**src/rtl/acfp_pkg.sv**
```systemverilog
// Shared types and constants for the ASCII command frame parser.
// Holds character codes, keyword tables, action codes and the per-beat step control.
// No dependencies.
`timescale 1ns / 1ps
`default_nettype none

package acfp_pkg;

    // Action codes carried on the result stream
    localparam logic [2:0] ACT_NONE   = 3'd0;
    localparam logic [2:0] ACT_RUN    = 3'd1;
    localparam logic [2:0] ACT_CLIMB  = 3'd2;
    localparam logic [2:0] ACT_STOP   = 3'd3;
    localparam logic [2:0] ACT_LAUNCH = 3'd4;
    localparam logic [2:0] ACT_PACKET = 3'd5;

    // Opcode of an input beat
    localparam logic OP_BYTE = 1'b0;
    localparam logic OP_TICK = 1'b1;

    // Character codes
    localparam logic [7:0] CH_NUL   = 8'h00;
    localparam logic [7:0] CH_TAB   = 8'h09;
    localparam logic [7:0] CH_CR    = 8'h0D;
    localparam logic [7:0] CH_SPACE = 8'h20;
    localparam logic [7:0] CH_PLUS  = 8'h2B;
    localparam logic [7:0] CH_COMMA = 8'h2C;
    localparam logic [7:0] CH_MINUS = 8'h2D;
    localparam logic [7:0] CH_ZERO  = 8'h30;
    localparam logic [7:0] CH_NINE  = 8'h39;
    localparam logic [7:0] CH_LT    = 8'h3C;
    localparam logic [7:0] CH_AT    = 8'h40;
    localparam logic [7:0] CH_Y_UP  = 8'h59;
    localparam logic [7:0] CH_Y_LO  = 8'h79;

    // Link timeout after reset
    localparam logic [15:0] TIMEOUT_RESET = 16'd500;

    // Keyword matchers: two spellings for each of run, climb and stop
    localparam int KW_NUM = 6;
    localparam logic [7:0] KW_CHARS [KW_NUM][6] = '{
        '{8'h40, 8'h52, 8'h55, 8'h4E, 8'h00, 8'h00},  // @RUN
        '{8'h40, 8'h72, 8'h75, 8'h6E, 8'h00, 8'h00},  // @run
        '{8'h40, 8'h43, 8'h4C, 8'h49, 8'h4D, 8'h42},  // @CLIMB
        '{8'h40, 8'h63, 8'h6C, 8'h69, 8'h6D, 8'h62},  // @climb
        '{8'h40, 8'h53, 8'h54, 8'h4F, 8'h50, 8'h00},  // @STOP
        '{8'h40, 8'h73, 8'h74, 8'h6F, 8'h70, 8'h00}   // @stop
    };
    localparam logic [2:0] KW_LEN [KW_NUM] = '{3'd4, 3'd4, 3'd6, 3'd6, 3'd5, 3'd5};

    // Per-beat control handed to the matchers and the number parser
    typedef struct packed {
        logic       step;   // a text character is consumed this cycle
        logic       clear;  // the frame ends this cycle
        logic [7:0] ch;
    } t_step_ctl;

endpackage

`default_nettype wire

```
**src/rtl/acfp_kw_match.sv**
```systemverilog
// Keyword matchers for the command frame parser: @RUN, @CLIMB, @STOP (both cases) and Y/y.
// Depends on acfp_pkg for the keyword tables and the step control struct.
`timescale 1ns / 1ps
`default_nettype none

module acfp_kw_match (
    input  wire logic               i_clk,
    input  wire logic               i_rst_n,
    input  wire acfp_pkg::t_step_ctl i_ctl,
    output logic [3:0]              o_found_nx   // run, climb, stop, launch after this beat
);

    logic [2:0] r_prog [acfp_pkg::KW_NUM];
    logic [2:0] n_prog [acfp_pkg::KW_NUM];
    logic [3:0] r_found;
    logic [3:0] n_found;

    // Advance all six matchers in parallel on a consumed character
    always_comb begin
        logic [2:0] p;
        n_found = r_found;
        for (int i = 0; i < acfp_pkg::KW_NUM; i++) begin
            p = r_prog[i];
            if (i_ctl.step) begin
                if (p < acfp_pkg::KW_LEN[i] && i_ctl.ch == acfp_pkg::KW_CHARS[i][p]) begin
                    p = p + 3'd1;
                end else begin
                    p = (i_ctl.ch == acfp_pkg::CH_AT) ? 3'd1 : 3'd0;
                end
                if (p >= acfp_pkg::KW_LEN[i]) begin
                    n_found[i >> 1] = 1'b1;
                    p = 3'd0;
                end
            end
            n_prog[i] = p;
        end
        if (i_ctl.step && (i_ctl.ch == acfp_pkg::CH_Y_UP || i_ctl.ch == acfp_pkg::CH_Y_LO)) begin
            n_found[3] = 1'b1;
        end
    end

    assign o_found_nx = n_found;

    // Matcher state, cleared at every frame end
    always_ff @(posedge i_clk) begin
        if (!i_rst_n || i_ctl.clear) begin
            r_found <= '0;
            for (int i = 0; i < acfp_pkg::KW_NUM; i++) r_prog[i] <= '0;
        end else begin
            r_found <= n_found;
            for (int i = 0; i < acfp_pkg::KW_NUM; i++) r_prog[i] <= n_prog[i];
        end
    end

endmodule

`default_nettype wire

```
**src/rtl/acfp_num_parse.sv**
```systemverilog
// Packet parser for the command frame parser: "<a,b,c,d,e>" with five saturating integers.
// Depends on acfp_pkg for character codes and the step control struct.
`timescale 1ns / 1ps
`default_nettype none

module acfp_num_parse #(
    parameter int VALUE_WIDTH = 16
) (
    input  wire logic                   i_clk,
    input  wire logic                   i_rst_n,
    input  wire acfp_pkg::t_step_ctl    i_ctl,
    output logic                        o_ok,       // five values parsed as of this beat
    output logic [VALUE_WIDTH-1:0]      o_vals [5]
);

    localparam int AccW = VALUE_WIDTH + 4;
    localparam logic [VALUE_WIDTH-1:0] Cap = {1'b1, {(VALUE_WIDTH-1){1'b0}}};

    typedef enum logic [2:0] {
        PH_SEARCH,
        PH_SKIPWS,
        PH_SIGNED,
        PH_DIGITS,
        PH_DONE,
        PH_FAILED
    } t_phase;

    t_phase                 r_phase, n_phase;
    logic [2:0]             r_fi, n_fi;
    logic [VALUE_WIDTH-1:0] r_acc, n_acc;
    logic                   r_neg, n_neg;
    logic [VALUE_WIDTH-1:0] r_pend [5];
    logic                   w_wr;
    logic [VALUE_WIDTH-1:0] w_wr_val;
    logic                   w_digit;
    logic                   w_space;
    logic [VALUE_WIDTH-1:0] w_dval;
    logic [AccW-1:0]        w_mac;

    // Close a number: negate, or clamp a positive magnitude to the largest value
    function automatic logic [VALUE_WIDTH-1:0] fin(input logic [VALUE_WIDTH-1:0] acc,
                                                  input logic neg);
        logic [VALUE_WIDTH-1:0] v;
        if (neg) v = '0 - acc;
        else     v = (acc >= Cap) ? Cap - 1'b1 : acc;
        return v;
    endfunction

    // Character classes and the decimal multiply-accumulate
    assign w_digit  = (i_ctl.ch >= acfp_pkg::CH_ZERO) && (i_ctl.ch <= acfp_pkg::CH_NINE);
    assign w_space  = (i_ctl.ch == acfp_pkg::CH_SPACE) ||
                      ((i_ctl.ch >= acfp_pkg::CH_TAB) && (i_ctl.ch <= acfp_pkg::CH_CR));
    assign w_dval   = VALUE_WIDTH'(i_ctl.ch[3:0]);
    assign w_mac    = (AccW'(r_acc) << 3) + (AccW'(r_acc) << 1) + AccW'(i_ctl.ch[3:0]);
    assign w_wr_val = fin(r_acc, r_neg);

    // Phase transitions for one consumed character
    always_comb begin
        n_phase = r_phase;
        n_fi    = r_fi;
        n_acc   = r_acc;
        n_neg   = r_neg;
        w_wr    = 1'b0;
        if (i_ctl.step) begin
            unique case (r_phase)
                PH_SEARCH: begin
                    if (i_ctl.ch == acfp_pkg::CH_LT) begin
                        n_phase = PH_SKIPWS;
                        n_acc   = '0;
                        n_neg   = 1'b0;
                    end
                end
                PH_SKIPWS, PH_SIGNED: begin
                    if (r_phase == PH_SKIPWS && w_space) begin
                        n_phase = PH_SKIPWS;
                    end else if (r_phase == PH_SKIPWS &&
                                 (i_ctl.ch == acfp_pkg::CH_PLUS ||
                                  i_ctl.ch == acfp_pkg::CH_MINUS)) begin
                        n_neg   = (i_ctl.ch == acfp_pkg::CH_MINUS);
                        n_phase = PH_SIGNED;
                    end else if (w_digit) begin
                        n_acc   = w_dval;
                        n_phase = PH_DIGITS;
                    end else begin
                        n_phase = PH_FAILED;
                    end
                end
                PH_DIGITS: begin
                    if (w_digit) begin
                        n_acc = (w_mac > AccW'(Cap)) ? Cap : w_mac[VALUE_WIDTH-1:0];
                    end else begin
                        w_wr = 1'b1;
                        if (r_fi >= 3'd4) begin
                            n_phase = PH_DONE;
                        end else if (i_ctl.ch == acfp_pkg::CH_COMMA) begin
                            n_fi    = r_fi + 3'd1;
                            n_phase = PH_SKIPWS;
                            n_acc   = '0;
                            n_neg   = 1'b0;
                        end else begin
                            n_phase = PH_FAILED;
                        end
                    end
                end
                default: begin
                    n_phase = r_phase;
                end
            endcase
        end
    end

    // Commit view: a frame ending inside the fifth number closes it here
    always_comb begin
        for (int i = 0; i < 5; i++) begin
            o_vals[i] = (w_wr && r_fi == 3'(i)) ? w_wr_val : r_pend[i];
        end
        if (n_phase == PH_DIGITS) begin
            o_vals[4] = fin(n_acc, n_neg);
        end
        o_ok = (n_phase == PH_DONE) || (n_phase == PH_DIGITS && n_fi >= 3'd4);
    end

    // Parser state; pending values need no reset
    always_ff @(posedge i_clk) begin
        if (w_wr) begin
            r_pend[r_fi] <= w_wr_val;
        end
        if (!i_rst_n || i_ctl.clear) begin
            r_phase <= PH_SEARCH;
            r_fi    <= '0;
            r_acc   <= '0;
            r_neg   <= 1'b0;
        end else begin
            r_phase <= n_phase;
            r_fi    <= n_fi;
            r_acc   <= n_acc;
            r_neg   <= n_neg;
        end
    end

endmodule

`default_nettype wire

```
**src/rtl/ascii_command_frame_parser_top.sv**
```systemverilog
// Top level of the ASCII command frame parser: input register, frame bookkeeping,
// command decision, stored packet values, link timeout and the result register.
// Depends on acfp_pkg, acfp_kw_match and acfp_num_parse.
//
//  channel | dir | beat contents (low bit first)                        | handshake
//  s_      | in  | tdata: data_byte; tuser: opcode; tlast: frame_end     | tvalid/tready
//  m_      | out | tdata: 5 x 16-bit values, online; tuser: action       | tvalid/tready
//  cfg     | in  | i_cfg_wdata: timeout_ticks                            | i_cfg_we
//
// One beat per cycle is taken while the input register is not held (see below); a beat sits in
// the input register, and its result, if any, is loaded from there into the output register.
// The input register drains into the parse logic every cycle unless it holds a beat that
// makes a result while the output register is full and not being taken.
// i_rst_n is synchronous, active low; no clearing pass is needed after reset.
`timescale 1ns / 1ps
`default_nettype none

module ascii_command_frame_parser_top #(
    parameter int FRAME_BYTES = 128,
    parameter int VALUE_WIDTH = 16
) (
    input  wire logic           i_clk,
    input  wire logic           i_rst_n,
    input  wire logic           s_tvalid,
    output logic                s_tready,
    input  wire logic [7:0]     s_tdata,    // [7:0] data_byte
    input  wire logic [0:0]     s_tuser,    // [0] opcode
    input  wire logic           s_tlast,    // frame_end
    output logic                m_tvalid,
    input  wire logic           m_tready,
    output logic [87:0]         m_tdata,    // [15:0] forward_speed, [31:16] side_speed,
                                            // [47:32] left_trigger, [63:48] right_trigger,
                                            // [79:64] button_bits, [80] online, zero above
    output logic [2:0]          m_tuser,    // [2:0] action
    input  wire logic           i_cfg_we,
    input  wire logic [15:0]    i_cfg_wdata // timeout_ticks
);

    localparam int CntW = $clog2(FRAME_BYTES);
    localparam int ExtW = (VALUE_WIDTH > 16) ? VALUE_WIDTH : 16;
    localparam logic [CntW-1:0] TextMax = CntW'(FRAME_BYTES - 1);

    // Input register
    logic                   r_in_vld;
    logic                   r_in_op;
    logic [7:0]             r_in_ch;
    logic                   r_in_fe;

    // Frame and link state
    logic [CntW-1:0]        r_cnt;
    logic                   r_ended;
    logic [15:0]            r_timeout;
    logic [15:0]            r_idle, n_idle;
    logic [15:0]            r_store [5];
    logic [15:0]            n_store [5];

    // Result register
    logic                   r_m_vld;
    logic [2:0]             r_m_act;
    logic [15:0]            r_m_val [5];
    logic                   r_m_online;

    logic                   w_produce;
    logic                   w_out_free;
    logic                   w_fire;
    logic                   w_byte;
    logic                   w_in_text;
    logic                   w_end;
    logic                   w_commit;
    logic [2:0]             w_act;
    acfp_pkg::t_step_ctl    w_ctl;
    logic [3:0]             w_found;
    logic                   w_ok;
    logic [VALUE_WIDTH-1:0] w_vals [5];

    // Handshake: a beat leaves the input register unless its result would be blocked
    assign w_produce  = r_in_vld && (r_in_op == acfp_pkg::OP_TICK || r_in_fe);
    assign w_out_free = !r_m_vld || m_tready;
    assign w_fire     = r_in_vld && (!w_produce || w_out_free);
    assign s_tready   = !r_in_vld || w_fire;

    always_ff @(posedge i_clk) begin
        if (!i_rst_n) begin
            r_in_vld <= 1'b0;
        end else if (s_tready) begin
            r_in_vld <= s_tvalid;
        end
        if (s_tready) begin
            r_in_op <= s_tuser[0];
            r_in_ch <= s_tdata;
            r_in_fe <= s_tlast;
        end
    end

    // Text window of the current frame
    assign w_byte    = w_fire && r_in_op == acfp_pkg::OP_BYTE;
    assign w_in_text = !r_ended && (r_cnt < TextMax);
    assign w_end     = w_byte && r_in_fe;

    assign w_ctl.step  = w_byte && w_in_text && r_in_ch != acfp_pkg::CH_NUL;
    assign w_ctl.clear = w_end;
    assign w_ctl.ch    = r_in_ch;

    acfp_kw_match u_kw (
        .i_clk      (i_clk),
        .i_rst_n    (i_rst_n),
        .i_ctl      (w_ctl),
        .o_found_nx (w_found)
    );

    acfp_num_parse #(
        .VALUE_WIDTH(VALUE_WIDTH)
    ) u_num (
        .i_clk   (i_clk),
        .i_rst_n (i_rst_n),
        .i_ctl   (w_ctl),
        .o_ok    (w_ok),
        .o_vals  (w_vals)
    );

    always_ff @(posedge i_clk) begin
        if (!i_rst_n || w_end) begin
            r_cnt   <= '0;
            r_ended <= 1'b0;
        end else if (w_byte && w_in_text) begin
            r_cnt <= r_cnt + 1'b1;
            if (r_in_ch == acfp_pkg::CH_NUL) begin
                r_ended <= 1'b1;
            end
        end
    end

    // Command decision by fixed priority, then the packet
    always_comb begin
        w_commit = 1'b0;
        if (w_found[0])      w_act = acfp_pkg::ACT_RUN;
        else if (w_found[1]) w_act = acfp_pkg::ACT_CLIMB;
        else if (w_found[2]) w_act = acfp_pkg::ACT_STOP;
        else if (w_found[3]) w_act = acfp_pkg::ACT_LAUNCH;
        else if (w_ok) begin
            w_act    = acfp_pkg::ACT_PACKET;
            w_commit = w_end;
        end else begin
            w_act = acfp_pkg::ACT_NONE;
        end
    end

    // Stored values and idle tick count
    always_comb begin
        logic [ExtW-1:0] ext;
        for (int i = 0; i < 5; i++) begin
            ext        = ExtW'(w_vals[i]);
            n_store[i] = w_commit ? ext[15:0] : r_store[i];
        end
        n_idle = r_idle;
        if (w_fire && r_in_op == acfp_pkg::OP_TICK) begin
            if (r_idle != 16'hFFFF) n_idle = r_idle + 16'd1;
        end else if (w_commit) begin
            n_idle = '0;
        end
    end

    always_ff @(posedge i_clk) begin
        if (!i_rst_n) begin
            r_timeout <= acfp_pkg::TIMEOUT_RESET;
            r_idle    <= '0;
            for (int i = 0; i < 5; i++) r_store[i] <= '0;
        end else begin
            if (i_cfg_we) r_timeout <= i_cfg_wdata;
            r_idle <= n_idle;
            for (int i = 0; i < 5; i++) r_store[i] <= n_store[i];
        end
    end

    // Result register
    always_ff @(posedge i_clk) begin
        if (!i_rst_n) begin
            r_m_vld <= 1'b0;
        end else if (w_fire && w_produce) begin
            r_m_vld <= 1'b1;
        end else if (m_tready) begin
            r_m_vld <= 1'b0;
        end
        if (w_fire && w_produce) begin
            r_m_act    <= (r_in_op == acfp_pkg::OP_TICK) ? acfp_pkg::ACT_NONE : w_act;
            r_m_online <= (n_idle <= r_timeout);
            for (int i = 0; i < 5; i++) r_m_val[i] <= n_store[i];
        end
    end

    assign m_tvalid = r_m_vld;
    assign m_tuser  = r_m_act;
    assign m_tdata  = {7'd0, r_m_online, r_m_val[4], r_m_val[3], r_m_val[2],
                       r_m_val[1], r_m_val[0]};

endmodule

`default_nettype wire

```
**config.mk**
```make
export PLATFORM = sky130hd
export DESIGN_NAME = ascii_command_frame_parser_top
export DESIGN_NICKNAME = d
export VERILOG_FILES = /design/src/rtl/acfp_pkg.sv /design/src/rtl/acfp_kw_match.sv /design/src/rtl/acfp_num_parse.sv /design/src/rtl/ascii_command_frame_parser_top.sv
export SDC_FILE = /design/constraint.sdc
export NUM_CORES = 1
export LEC_CHECK = 0
export CAP_MARGIN = 5
export CORE_ASPECT_RATIO = 1.4
export CORE_UTILIZATION = 50
export DETAILED_ROUTE_END_ITERATION = 8
export DONT_BUFFER_PORTS = 1
export GPL_TIMING_DRIVEN = 1
export MAX_ROUTING_LAYER = met4
export SYNTH_ARGS = -nofsm -noshare
export SYNTH_HDL_FRONTEND = slang
export SYNTH_SLANG_ARGS = --single-unit
```
**constraint.sdc**
```tcl
create_clock -name i_clk -period 12 [get_ports i_clk]
set_clock_uncertainty 0.15 [all_clocks]
set_input_delay 1.2 -clock i_clk [delete_from_list [all_inputs] [get_ports i_clk]]
set_output_delay 1.2 -clock i_clk [all_outputs]
set_load 0.01 [all_outputs]
```
==> impl_results.md <==
* Max Clk Rate at 160 MHz
* Worst hold path type: flop to flop
* Final setup fails at 0
* Crit-path max FO at 18
* Hold slack at 0.319 ns
* Tmin final at 6.27 ns
* Top cell type by total area after synthesis: edfxtp_1
* Avg Inst Size Synth at 9.89 um^2
* Total iterations of the first detailed-routing run at 5
* Most common cell after layout, fill and taps aside: nor2_1
* Drt via density at 5.88
* Layout cells sized above 1 at 6.95%
* Total GRT Usage at 25.2%
* RSZ-0062 raised after global routing: false
* # diodes at 0
* Tightest Pin Transition at 1.30 ns
* CP required at 12.11 ns
* Width of the die at 159 um
* Initial antenna violation count at 0
* Most frequent cells in the layout: nor2_1, edfxtp_1, dfxtp_1
* Routed Wire Length at 43,500 um
* Rel. slew slack at 12.9%
* Clk_lat worst skew at 0.53 ns
* # hold bufs at CTS at 0
* # clock sinks at 341
* Die area at 35,200 um^2
* Post-DP HPWL at 30,500 um
* Drt drc at 0
* Initial core utilization at 50.7%
* Die Ht at 222 um
* Gp weighted congestion at 0.898
* Antenna Nets Post-Route at 0
* Site Rows at 80
* Yosys top cell area share at 30.3%
* EDFF count, synth at 174
* Vias in the first global route at 12,264
* Final Net Count at 1,823
* Synth warnings at 0
* Status: completed
* Final hold violation count at 0
* WP data arrival at 6.38 ns
* Peak supply drop at 0.000133 V
* Post-synthesis sequential area ratio at 49.7%
* Core Region at 34,000 um^2
* Largest net degree at the start of global routing at 91
* Global route overflow at 0
* Pwr/cell area at 125 nW/um^2
* Final Power at 0.00235 W
* Post_cts resized at 0
* Synth async-reset ratio at 0%
* Critical path class: flop to flop
* CTS tree: yes
* Synthesized cell area at 17,200 um^2
* Avg WL per Cell at 19.8 um
* Setup crit start kind: flop
* #FFs+latches synth at 341
* Max Root-Sink Buffers at 3
* Routed via count at 12,879
* IO Port Bufs at 0
* I/O pins at 124
* Root buf cell: clkbuf_16
* CTS H-Tree Depth at 2
* Number of post-CTS setup repair buffers at 0
* CP endpoint kind: flop
* Top cells by area, synth: edfxtp_1, dfxtp_1, ha_1, nor2_1, a21oi_1
* Final period util at 52.2%
* Max Cap Viol at 0
* Prevailing post-synth register cell: edfxtp_1
* Static Leak at 7.47 nW
* Distinct cells, synth at 90
* First-pass GRT wire length at 68,000 um
* Iter 0 DRT Violations at 928
* Worst-path clk slew at 0.06 ns
* Mapped Cells at 1,743
* Cts bufs inserted at 34
* P&R area growth vs syn at 8.83%
* Slew Viols, Final at 0
* Setup TNS at 0 ns
[registers in the layout (all words and copies together) (netlist names)]
signal / count
m_tuser: 3
m_tvalid: 1
r_cnt: 7
r_ended: 1
r_idle: 16
r_in_ch: 8
r_in_fe: 1
r_in_op: 1
r_in_vld: 1
r_m_online: 1
r_m_val: 80
r_store: 80
r_timeout: 16
u_kw.r_found: 4
u_kw.r_prog: 18
u_num.r_acc: 16
u_num.r_fi: 3
u_num.r_neg: 1
u_num.r_pend: 80
u_num.r_phase: 3
[power by group]
part           internal, W  total (W)  switching [W]  leakage [nW]
clock network     0.000601    0.00104       0.000435         0.527
registers          0.00123    0.00126      0.0000210          3.14
logic            0.0000193  0.0000539      0.0000346          3.80
[final timing paths]
kind	start	to	slack (ns)	cells past startpoint
max	r_in_ch[3]$_DFFE_PP_	r_m_val[0][78]$_DFFE_PP_	5.73	19
max reg2reg	r_in_ch[3]$_DFFE_PP_	r_m_val[0][78]$_DFFE_PP_	5.73	19
min	r_store[0][66]$_SDFF_PN0_	r_store[0][66]$_SDFF_PN0_	0.32	2
min reg2reg	r_store[0][66]$_SDFF_PN0_	r_store[0][66]$_SDFF_PN0_	0.32	2
[through the flow]
stage | worst slack (ns) | instance area (um^2) | std cells | utilization, %
after floorplan | 6.23 | 17300 | 1749 | -
after global placement | 5.95 | 17700 | 2130 | 51.9
after detailed placement | 5.78 | 17700 | 2130 | 51.9
after CTS | 5.76 | 18800 | 2191 | 55.1
after global routing | 5.26 | 18800 | 2191 | 55.1
final | 5.73 | 18800 | 2191 | 55.1
[worst max-delay path, cell delays in order, from the launching register on]
cell and delay, ns:
edfxtp_1 0.81, inv_1 0.15, fa_1 0.62, inv_1 0.06, ha_1 0.30, a211oi_2 0.35, o21ai_1 0.24, a31oi_4 0.26
o21bai_1 0.10, xor2_1 0.32, o41a_1 0.47, nor2_1 0.17, a21o_1 0.21, a22oi_1 0.37, ha_1 0.32, nand3_1 0.13
a31o_2 0.28, nor4b_1 0.36, o311ai_1 0.15, nor2b_1 0.19
[synthesized netlist by cell type, drive strengths merged (7+ instances only)]
| master | instances |
|---|---|
| nor2 | 206 |
| edfxtp | 174 |
| dfxtp | 167 |
| a21oi | 150 |
| nand2 | 95 |
| and2 | 92 |
| ha | 75 |
| inv | 68 |
| o21ai | 64 |
| mux2i | 62 |
| nor3 | 60 |
| clkbuf | 59 |
| buf | 41 |
| xor2 | 37 |
| nand3 | 35 |
| a211oi | 24 |
| nand4 | 24 |
| xnor2 | 21 |
| o211ai | 20 |
| a31oi | 18 |
| and3 | 15 |
| nor2b | 14 |
| nand2b | 13 |
| o31ai | 12 |
| o22ai | 11 |
| or4 | 11 |
| a21o | 10 |
| or3 | 10 |
| or2 | 8 |
| a311oi | 7 |
| a32oi | 7 |
| nor3b | 7 |
| nor4b | 7 |
| o21a | 7 |
[layer usage]
layer / GRT usage [%] / vias to the layer above / part of all wire (%)
met5: - / - / 0
met4: 11.4 / 0 / 4.4
met3: 3.16 / 112 / 3.7
met2: 43.8 / 323 / 50
met1: 28.9 / 6161 / 42
li1: - / 6283 / -
[logic make-up (layout without fill, tap and decap cells)]
kind of cell	Yosys count	after routing	share of synthesized area, %
DFF	341	341	49.7
other	1	7	0.0218
xor gates and xnor gates	58	58	2.99
AOI/OAI and AO/OA	402	402	15.1
buffers and inverters	169	160	4.05
muxes	68	68	3.99
and+or+nand+nor	627	627	18.4
adders and majority gates	77	77	5.68
[cell type report]
type | instances | area, um^2
Fill cell | 3015 | 15300
Multi-Input combinational cell | 1239 | 8060
Timing Repair Buffer | 30 | 225
Tap cell | 451 | 564
Clock inverter | 14 | 138
Sequential cell | 341 | 8570
Clock buffer | 47 | 951
Inverter | 69 | 259
No activity file was read; power rests on OpenSTA's default activity.
